[src/rtl/core/aes_pkg.sv]
// Shared types, constants and byte functions for the AES-128 core.
`default_nettype none
package aes_pkg;

	localparam int NumRounds = 10;
	localparam int NumWords  = 44;

	typedef enum logic [2:0] {
		ST_IDLE,
		ST_EXPAND,
		ST_INIT,
		ST_ROUND,
		ST_DONE
	} aes_state_t;

	typedef enum logic [0:0] {
		REG_KEY_HIGH = 1'b0,
		REG_KEY_LOW  = 1'b1
	} aes_reg_t;

	typedef struct packed {
		logic       load;
		logic       exp_start;
		logic       exp_step;
		logic       init_add;
		logic       round_step;
		logic       last;
		logic       store;
		logic [3:0] round;
	} aes_cmd_t;

	function automatic logic [7:0] xtime(input logic [7:0] a);
		xtime = {a[6:0], 1'b0} ^ (a[7] ? 8'h1b : 8'h00);
	endfunction

	function automatic logic [7:0] sbox(input logic [7:0] a);
		logic [7:0] t [256];
		t = '{
		8'h63,8'h7c,8'h77,8'h7b,8'hf2,8'h6b,8'h6f,8'hc5,8'h30,8'h01,8'h67,8'h2b,8'hfe,8'hd7,8'hab,8'h76,
		8'hca,8'h82,8'hc9,8'h7d,8'hfa,8'h59,8'h47,8'hf0,8'had,8'hd4,8'ha2,8'haf,8'h9c,8'ha4,8'h72,8'hc0,
		8'hb7,8'hfd,8'h93,8'h26,8'h36,8'h3f,8'hf7,8'hcc,8'h34,8'ha5,8'he5,8'hf1,8'h71,8'hd8,8'h31,8'h15,
		8'h04,8'hc7,8'h23,8'hc3,8'h18,8'h96,8'h05,8'h9a,8'h07,8'h12,8'h80,8'he2,8'heb,8'h27,8'hb2,8'h75,
		8'h09,8'h83,8'h2c,8'h1a,8'h1b,8'h6e,8'h5a,8'ha0,8'h52,8'h3b,8'hd6,8'hb3,8'h29,8'he3,8'h2f,8'h84,
		8'h53,8'hd1,8'h00,8'hed,8'h20,8'hfc,8'hb1,8'h5b,8'h6a,8'hcb,8'hbe,8'h39,8'h4a,8'h4c,8'h58,8'hcf,
		8'hd0,8'hef,8'haa,8'hfb,8'h43,8'h4d,8'h33,8'h85,8'h45,8'hf9,8'h02,8'h7f,8'h50,8'h3c,8'h9f,8'ha8,
		8'h51,8'ha3,8'h40,8'h8f,8'h92,8'h9d,8'h38,8'hf5,8'hbc,8'hb6,8'hda,8'h21,8'h10,8'hff,8'hf3,8'hd2,
		8'hcd,8'h0c,8'h13,8'hec,8'h5f,8'h97,8'h44,8'h17,8'hc4,8'ha7,8'h7e,8'h3d,8'h64,8'h5d,8'h19,8'h73,
		8'h60,8'h81,8'h4f,8'hdc,8'h22,8'h2a,8'h90,8'h88,8'h46,8'hee,8'hb8,8'h14,8'hde,8'h5e,8'h0b,8'hdb,
		8'he0,8'h32,8'h3a,8'h0a,8'h49,8'h06,8'h24,8'h5c,8'hc2,8'hd3,8'hac,8'h62,8'h91,8'h95,8'he4,8'h79,
		8'he7,8'hc8,8'h37,8'h6d,8'h8d,8'hd5,8'h4e,8'ha9,8'h6c,8'h56,8'hf4,8'hea,8'h65,8'h7a,8'hae,8'h08,
		8'hba,8'h78,8'h25,8'h2e,8'h1c,8'ha6,8'hb4,8'hc6,8'he8,8'hdd,8'h74,8'h1f,8'h4b,8'hbd,8'h8b,8'h8a,
		8'h70,8'h3e,8'hb5,8'h66,8'h48,8'h03,8'hf6,8'h0e,8'h61,8'h35,8'h57,8'hb9,8'h86,8'hc1,8'h1d,8'h9e,
		8'he1,8'hf8,8'h98,8'h11,8'h69,8'hd9,8'h8e,8'h94,8'h9b,8'h1e,8'h87,8'he9,8'hce,8'h55,8'h28,8'hdf,
		8'h8c,8'ha1,8'h89,8'h0d,8'hbf,8'he6,8'h42,8'h68,8'h41,8'h99,8'h2d,8'h0f,8'hb0,8'h54,8'hbb,8'h16};
		sbox = t[a];
	endfunction

	function automatic logic [7:0] inv_sbox(input logic [7:0] a);
		logic [7:0] t [256];
		t = '{
		8'h52,8'h09,8'h6a,8'hd5,8'h30,8'h36,8'ha5,8'h38,8'hbf,8'h40,8'ha3,8'h9e,8'h81,8'hf3,8'hd7,8'hfb,
		8'h7c,8'he3,8'h39,8'h82,8'h9b,8'h2f,8'hff,8'h87,8'h34,8'h8e,8'h43,8'h44,8'hc4,8'hde,8'he9,8'hcb,
		8'h54,8'h7b,8'h94,8'h32,8'ha6,8'hc2,8'h23,8'h3d,8'hee,8'h4c,8'h95,8'h0b,8'h42,8'hfa,8'hc3,8'h4e,
		8'h08,8'h2e,8'ha1,8'h66,8'h28,8'hd9,8'h24,8'hb2,8'h76,8'h5b,8'ha2,8'h49,8'h6d,8'h8b,8'hd1,8'h25,
		8'h72,8'hf8,8'hf6,8'h64,8'h86,8'h68,8'h98,8'h16,8'hd4,8'ha4,8'h5c,8'hcc,8'h5d,8'h65,8'hb6,8'h92,
		8'h6c,8'h70,8'h48,8'h50,8'hfd,8'hed,8'hb9,8'hda,8'h5e,8'h15,8'h46,8'h57,8'ha7,8'h8d,8'h9d,8'h84,
		8'h90,8'hd8,8'hab,8'h00,8'h8c,8'hbc,8'hd3,8'h0a,8'hf7,8'he4,8'h58,8'h05,8'hb8,8'hb3,8'h45,8'h06,
		8'hd0,8'h2c,8'h1e,8'h8f,8'hca,8'h3f,8'h0f,8'h02,8'hc1,8'haf,8'hbd,8'h03,8'h01,8'h13,8'h8a,8'h6b,
		8'h3a,8'h91,8'h11,8'h41,8'h4f,8'h67,8'hdc,8'hea,8'h97,8'hf2,8'hcf,8'hce,8'hf0,8'hb4,8'he6,8'h73,
		8'h96,8'hac,8'h74,8'h22,8'he7,8'had,8'h35,8'h85,8'he2,8'hf9,8'h37,8'he8,8'h1c,8'h75,8'hdf,8'h6e,
		8'h47,8'hf1,8'h1a,8'h71,8'h1d,8'h29,8'hc5,8'h89,8'h6f,8'hb7,8'h62,8'h0e,8'haa,8'h18,8'hbe,8'h1b,
		8'hfc,8'h56,8'h3e,8'h4b,8'hc6,8'hd2,8'h79,8'h20,8'h9a,8'hdb,8'hc0,8'hfe,8'h78,8'hcd,8'h5a,8'hf4,
		8'h1f,8'hdd,8'ha8,8'h33,8'h88,8'h07,8'hc7,8'h31,8'hb1,8'h12,8'h10,8'h59,8'h27,8'h80,8'hec,8'h5f,
		8'h60,8'h51,8'h7f,8'ha9,8'h19,8'hb5,8'h4a,8'h0d,8'h2d,8'he5,8'h7a,8'h9f,8'h93,8'hc9,8'h9c,8'hef,
		8'ha0,8'he0,8'h3b,8'h4d,8'hae,8'h2a,8'hf5,8'hb0,8'hc8,8'heb,8'hbb,8'h3c,8'h83,8'h53,8'h99,8'h61,
		8'h17,8'h2b,8'h04,8'h7e,8'hba,8'h77,8'hd6,8'h26,8'he1,8'h69,8'h14,8'h63,8'h55,8'h21,8'h0c,8'h7d};
		inv_sbox = t[a];
	endfunction

endpackage
`default_nettype wire

[src/rtl/core/aes_ctrl.sv]
// Controller state machine for the AES-128 core: sequences expansion and rounds.
`default_nettype none
module aes_ctrl (
	input  wire logic            clk,
	input  wire logic            arst_n,
	input  wire logic            in_valid,
	output logic                 in_ready,
	output logic                 out_valid,
	input  wire logic            out_ready,
	input  wire logic            key_write,
	output aes_pkg::aes_cmd_t    cmd
);
	import aes_pkg::*;

	aes_state_t state_q, state_d;
	logic [3:0] cnt_q, cnt_d;
	logic       sched_ready_q;
	logic       out_valid_q, out_valid_d;

	always_ff @(posedge clk or negedge arst_n) begin
		if (!arst_n) begin
			state_q       <= ST_IDLE;
			cnt_q         <= '0;
			sched_ready_q <= 1'b0;
			out_valid_q   <= 1'b0;
		end else begin
			state_q     <= state_d;
			cnt_q       <= cnt_d;
			out_valid_q <= out_valid_d;
			if (key_write)
				sched_ready_q <= 1'b0;
			else if (state_q == ST_EXPAND && cnt_q == 4'(NumRounds))
				sched_ready_q <= 1'b1;
		end
	end

	always_comb begin
		state_d        = state_q;
		cnt_d          = cnt_q;
		out_valid_d    = out_valid_q;
		cmd            = '0;
		cmd.round      = cnt_q;
		in_ready       = 1'b0;
		if (out_valid_q && out_ready)
			out_valid_d = 1'b0;
		unique case (state_q)
			ST_IDLE: begin
				// a finished item may still wait in the output register
				in_ready = 1'b1;
				if (in_valid) begin
					cmd.load = 1'b1;
					if (sched_ready_q) begin
						state_d = ST_INIT;
					end else begin
						cmd.exp_start = 1'b1;
						cnt_d   = 4'd1;
						state_d = ST_EXPAND;
					end
				end
			end
			ST_EXPAND: begin
				// one round key (four words) per cycle
				cmd.exp_step = 1'b1;
				if (cnt_q == 4'(NumRounds))
					state_d = ST_INIT;
				else
					cnt_d = cnt_q + 4'd1;
			end
			ST_INIT: begin
				cmd.init_add = 1'b1;
				cnt_d   = 4'd1;
				state_d = ST_ROUND;
			end
			ST_ROUND: begin
				cmd.round_step = 1'b1;
				cmd.last       = (cnt_q == 4'(NumRounds));
				if (cmd.last) begin
					state_d = ST_DONE;
				end else begin
					cnt_d = cnt_q + 4'd1;
				end
			end
			ST_DONE: begin
				// hold the result until the output register is free
				if (!out_valid_q || out_ready) begin
					cmd.round   = 4'(NumRounds);
					cmd.store   = 1'b1;
					out_valid_d = 1'b1;
					state_d     = ST_IDLE;
				end
			end
			default: state_d = ST_IDLE;
		endcase
	end

	assign out_valid = out_valid_q;

	a_no_accept_busy: assert property (@(posedge clk) disable iff (!arst_n)
		in_ready |-> state_q == ST_IDLE) else $error("accept while busy");
	a_ten_rounds: assert property (@(posedge clk) disable iff (!arst_n)
		state_q == ST_ROUND |-> cnt_q >= 4'd1 && cnt_q <= 4'(NumRounds))
		else $error("round count out of range");
	a_done_after_last: assert property (@(posedge clk) disable iff (!arst_n)
		cmd.last |=> state_q == ST_DONE) else $error("last round lost");
	a_init_ready: assert property (@(posedge clk) disable iff (!arst_n)
		state_q == ST_INIT && !$past(key_write) |-> sched_ready_q)
		else $error("rounds without schedule");
	a_no_overwrite: assert property (@(posedge clk) disable iff (!arst_n)
		cmd.store |-> !out_valid_q || out_ready)
		else $error("result overwritten while waiting");
endmodule
`default_nettype wire

[config.mk]
export PLATFORM = sky130hd
export DESIGN_NAME = aes_ctrl
export DESIGN_NICKNAME = d
export VERILOG_FILES = /design/src/rtl/core/aes_pkg.sv /design/src/rtl/core/aes_ctrl.sv
export SDC_FILE = /design/constraint.sdc
export NUM_CORES = 1
export LEC_CHECK = 0
export BUFFER_PORTS_ARGS = -buffer_cell sky130_fd_sc_hd__buf_2
export CORE_MARGIN = 10
export CORE_UTILIZATION = 30
export DETAILED_ROUTE_END_ITERATION = 12
export MAX_ROUTING_LAYER = met4
export PLACE_DENSITY_LB_ADDON = 0.08
export SLEW_MARGIN = 5
export SYNTH_ARGS = -nofsm -noshare
export SYNTH_HDL_FRONTEND = slang
export SYNTH_SLANG_ARGS = --single-unit
[constraint.sdc]
create_clock -name clk -period 2.8 [get_ports clk]
set_input_delay 0.14 -clock clk [delete_from_list [all_inputs] [get_ports clk]]
set_output_delay 0.14 -clock clk [all_outputs]
set_load 0.03 [all_outputs]
* Yosys cells after proc, flatten, opt, wreduce, memory -nomap -nowiden
Cells that the tools add are included.
** Word-level totals
- Register bits after elaboration :: 9
- Output and inout port bits :: 13
- Input bits :: 5
- Word-level logic and storage cells :: 50
** Cells by class
- Eq/ne operators :: 11
- $add $sub $neg :: 1
- Reductions and logical operators :: 10
- Mux-type cells :: 24
** Operator list (count)
- 3-bit one-hot mux with 5 select lines :: 1
- 3-bit two-way mux :: 4
- 4-bit two-way mux :: 3
- 4-bit one-hot mux with 3 select lines :: 1
- 5-bit two-way mux :: 2
- 2-bit inequality test (second input constant) :: 5
- 1-bit two-way mux :: 9
- 2-bit two-way mux :: 4
- 4-bit AND reduction :: 2
- 3-bit by 2-bit == test with 1-bit output (second input constant) :: 2
- 4-bit by 1-bit adder with 4-bit output (second input constant) :: 1
- 4-bit == test (second input constant) :: 1
- 3-bit by 1-bit == test with 1-bit output (second input constant) :: 1
- 3-bit == test (second input constant) :: 1
- 3-bit logical NOT :: 1
- 3-bit nonzero test :: 1
- 1-bit logical AND :: 2
- 2-bit by 1-bit inequality test with 1-bit output (second input constant) :: 1
- 2-bit nonzero test :: 1
- 2-bit OR reduction :: 1
- 1-bit logical NOT :: 1
- 1-bit logical OR :: 1

* Logic depth before layout (Yosys ltp)
- Depth after elaboration :: 4
- Mapped depth :: 7

* Worst setup path after synthesis
Ideal clock, no wire load.
- Path type :: register -> output
- Start point :: register state_q[2]
- End point :: output port cmd[9] (netlist bit)
- Path buffers :: 0
- Slack :: 0.541 ns
- Stages on the path, launching flop included :: 4
- Arrival time :: 2.119 ns
- Required time :: 2.660 ns
- Cell sequence :: dfrtp_1 nor3_1 and2_1 nor2b_1
** RTL lines
- start: declaration :: line aes_ctrl.sv:15 : aes_state_t state_q, state_d;
- start signal: assignment :: line aes_ctrl.sv:27 : state_q <= state_d;
- end: declaration :: line aes_ctrl.sv:11 : output aes_pkg::aes_cmd_t cmd

==> results.ini <==
[floorplan]
rows=15
pin_count=18
fp.dieH_um=63.1
core_um2=1750
die_width_um=63.1
design.die.area_um2=3980
initial_core_util=0.319

[routing]
drtIter0Drc=5
vias=479
routed_wl_mm=1.30
post-route-drc-count=0
wire_per_inst_um=12.5
routed_via_density=4.61
ant_nets=0
dr.pass1.iters=4

[cells_and_area]
drive_above_1_share=0.354
antenna_cells=0
nFillCells=186
final_nets=87
finish.instance_area_um2=697
area_growth_pct=25.2

[worst_setup_path]
setup.worst_path.start=cnt_q[0]
critPathBufInv=2
worst-r2r-setup-slack_ns=1.12
max_stage_delay_ns=0.42
crit_path_end_kind=primary output
crit_family=simple AND/OR/NAND/NOR gates
timing.rr.end=cnt_q[2]
path_class=flip-flop to primary output
start_kind=flip-flop
worstPathMaxFanout=11
cp.arrival_ns=1.77
path_cells=inv_1 > ha_1 > and3b_1 > and3_2 > buf_2
slowest_stage=dfrtp_1
crit_end=cmd[5]
crit_required_ns=2.66
r2r-start=cnt_q[0]
worstSetupPathDepth=5
reg2reg_depth=5

[yosys]
syn_inst=59
yosysTopAreaCellShare=0.404
syn-cell-area_um2=557
synthTopCellsByArea=dfrtp_1, nand2_1, ha_1, nand2b_1, a21o_4
yosysTopAreaCell=dfrtp_1
synth-seq-cells=9
synth_warnings=0
syn_nets=66
syn_avg_cell_area_um2=9.44
ys_types=32
ys_seq_area_frac=0.404

[global_routing]
grt_pass1_vias=442
grt_pass1_wl_mm=2.09
overflow=0
antenna_found_initial=0
grt_max_degree=15
grtUsageTotal=0.0673

[pwr]
swShare=0.463
p_sw_mw=0.352
comb_power_share=0.546
seq_power_share=0.325
p_leak_nw=0.356
total_power_mw=0.760
irDropWorstVdd_mv=0.348
clockPowerShare=0.129
p_per_area_nw_per_um2=1090
p_int_mw=0.408

[cts]
cts-root-buf=clkbuf_4
clk_latency_ns=0.26
clockBufferDepth=2
clock_sinks=9
htreeDepth=1
cts_tree=built
cts_made_buffers=3
cts.clk_slew.worst_paths_ns=0.06

[status]
outcome=finished clean

[place]
dp_hpwl_um=968
io_buffer_count=17
place_area_um2=661
gp_congestion=0.705

[timing]
hold_violations=0
skew_ns=0.00595
rsz0062_at_grt=no
timing.final.crit_period_ns=1.91
setup_tns_ns=0
tightest_slew_ns=0.425
relSlewSlack=0.717
max_freq_mhz=523
setup_viol=0
period_share=0.683
drv_slew=0

[hold_path]
hold_path.class=input pin to flip-flop

[flow_run]
max_cap_viol_count=0

[synth_stat cells]
cell type and count:
buf_2 1, nand2_1 9, o211ai_2 1, a31oi_1 1, a211oi_1 1, a21oi_1 2
dfrtp_1 9, nand3b_1 1, and2b_2 1, and3b_1 1, nor2_2 1, or4_4 1
a22oi_1 1, o21bai_1 1, and2_1 2, nand2b_1 4, nor2b_1 2, and3_2 1
a21o_4 1, nand3_1 2, o31ai_1 1, ha_1 2, a22o_2 1, inv_1 2
xnor2_1 1, nor2_1 3, nor3_1 1, a311oi_1 1, nor3b_1 1, mux2i_1 1
buf_4 1, and2_2 1
[power groups by stage]
stage / sequential [mW] / combinational [mW] / clock [mW]
after floorplan: 0.227 / 0.342 / 0
after global placement: 0.249 / 0.422 / 0
after detailed placement: 0.248 / 0.419 / 0
after CTS: 0.245 / 0.423 / 0.107
after global routing: 0.258 / 0.456 / 0.116
final: 0.247 / 0.415 / 0.0981
[layout by cell type (no fill, tap or decap), drive strengths merged]
cell type	instances
nand2b	4
dfrtp	9
and3	1
a31oi	1
o31ai	1
or4	1
buf	17
xnor2	1
nor2	4
nor3b	1
and3b	1
dlygate4sd3	1
and2	3
a22oi	1
and2b	1
a22o	1
a21o	1
a21oi	2
nand3	2
mux2i	1
o211ai	1
a311oi	1
ha	2
nor3	1
nor2b	2
inv	2
nand3b	1
nand2	9
o21bai	1
a211oi	1
clkbuf	4
[cell families (layout without fill, tap and decap cells)]
| family | Yosys count | count (layout) | share of synthesized area |
|---|---|---|---|
| buf+inv | 4 | 24 | 0.0360 |
| simple gates | 31 | 31 | 0.315 |
| flops | 9 | 9 | 0.405 |
| mux | 1 | 1 | 0.0180 |
| fa+ha+maj | 2 | 2 | 0.0449 |
| xor+xnor | 1 | 1 | 0.0157 |
| compound gates | 11 | 11 | 0.166 |
[registers in the layout, indices dropped and copies added, names as in the netlist]
name / count
out_valid: 1
state_q: 3
cnt_q: 4
sched_ready_q: 1
[metal layers]
layer | vias up | part of all wire | global-route usage
met4 | 0 | 0.0092 | 0.0251
met5 | - | 0 | -
met1 | 222 | 0.47 | 0.0695
met3 | 2 | 0.054 | 0.0406
li1 | 246 | - | -
met2 | 9 | 0.47 | 0.103
[how the worst min path moves through the flow]
| stage | depth (start not counted) | startpoint | end |
|---|---|---|---|
| 2_1_floorplan | 0 | arst_n | cnt_q[0] |
| 3_3_place_gp | 1 | arst_n | cnt_q[2] |
| 3_5_place_dp | 1 | arst_n | out_valid |
| 4_1_cts | 2 | key_write | sched_ready_q |
| 5_1_grt | 2 | key_write | sched_ready_q |
| 6_report | 2 | key_write | sched_ready_q |
[cell type report]
cell class                      instances  area [um2]  area share
Multi-Input combinational cell         46         312       0.447
Tap cell                               25        31.3      0.0449
Sequential cell                         9         225       0.323
Clock buffer                            4        26.3      0.0377
Inverter                                2        7.51      0.0108
Timing Repair Buffer                   18        95.1       0.136
[metrics by stage]
stage	worst slack, ns	std cells	hold slack, ns	utilization
6_report	0.888	104	0.0385	0.399
5_1_grt	0.764	104	0.0140	0.399
4_1_cts	0.877	104	0.0272	0.399
3_5_place_dp	1.13	99	0.00683	0.378
3_3_place_gp	1.20	99	0.00734	0.378
2_1_floorplan	0.541	59	-0.156	-
[repair_timing]
item	4_1_cts	5_1_grt
endpoints found under the hold margin	9	0
buffers inserted	0	0
hold buffers	1	0
gates resized for setup	0	0
No activity file was read; power rests on OpenSTA's default activity.
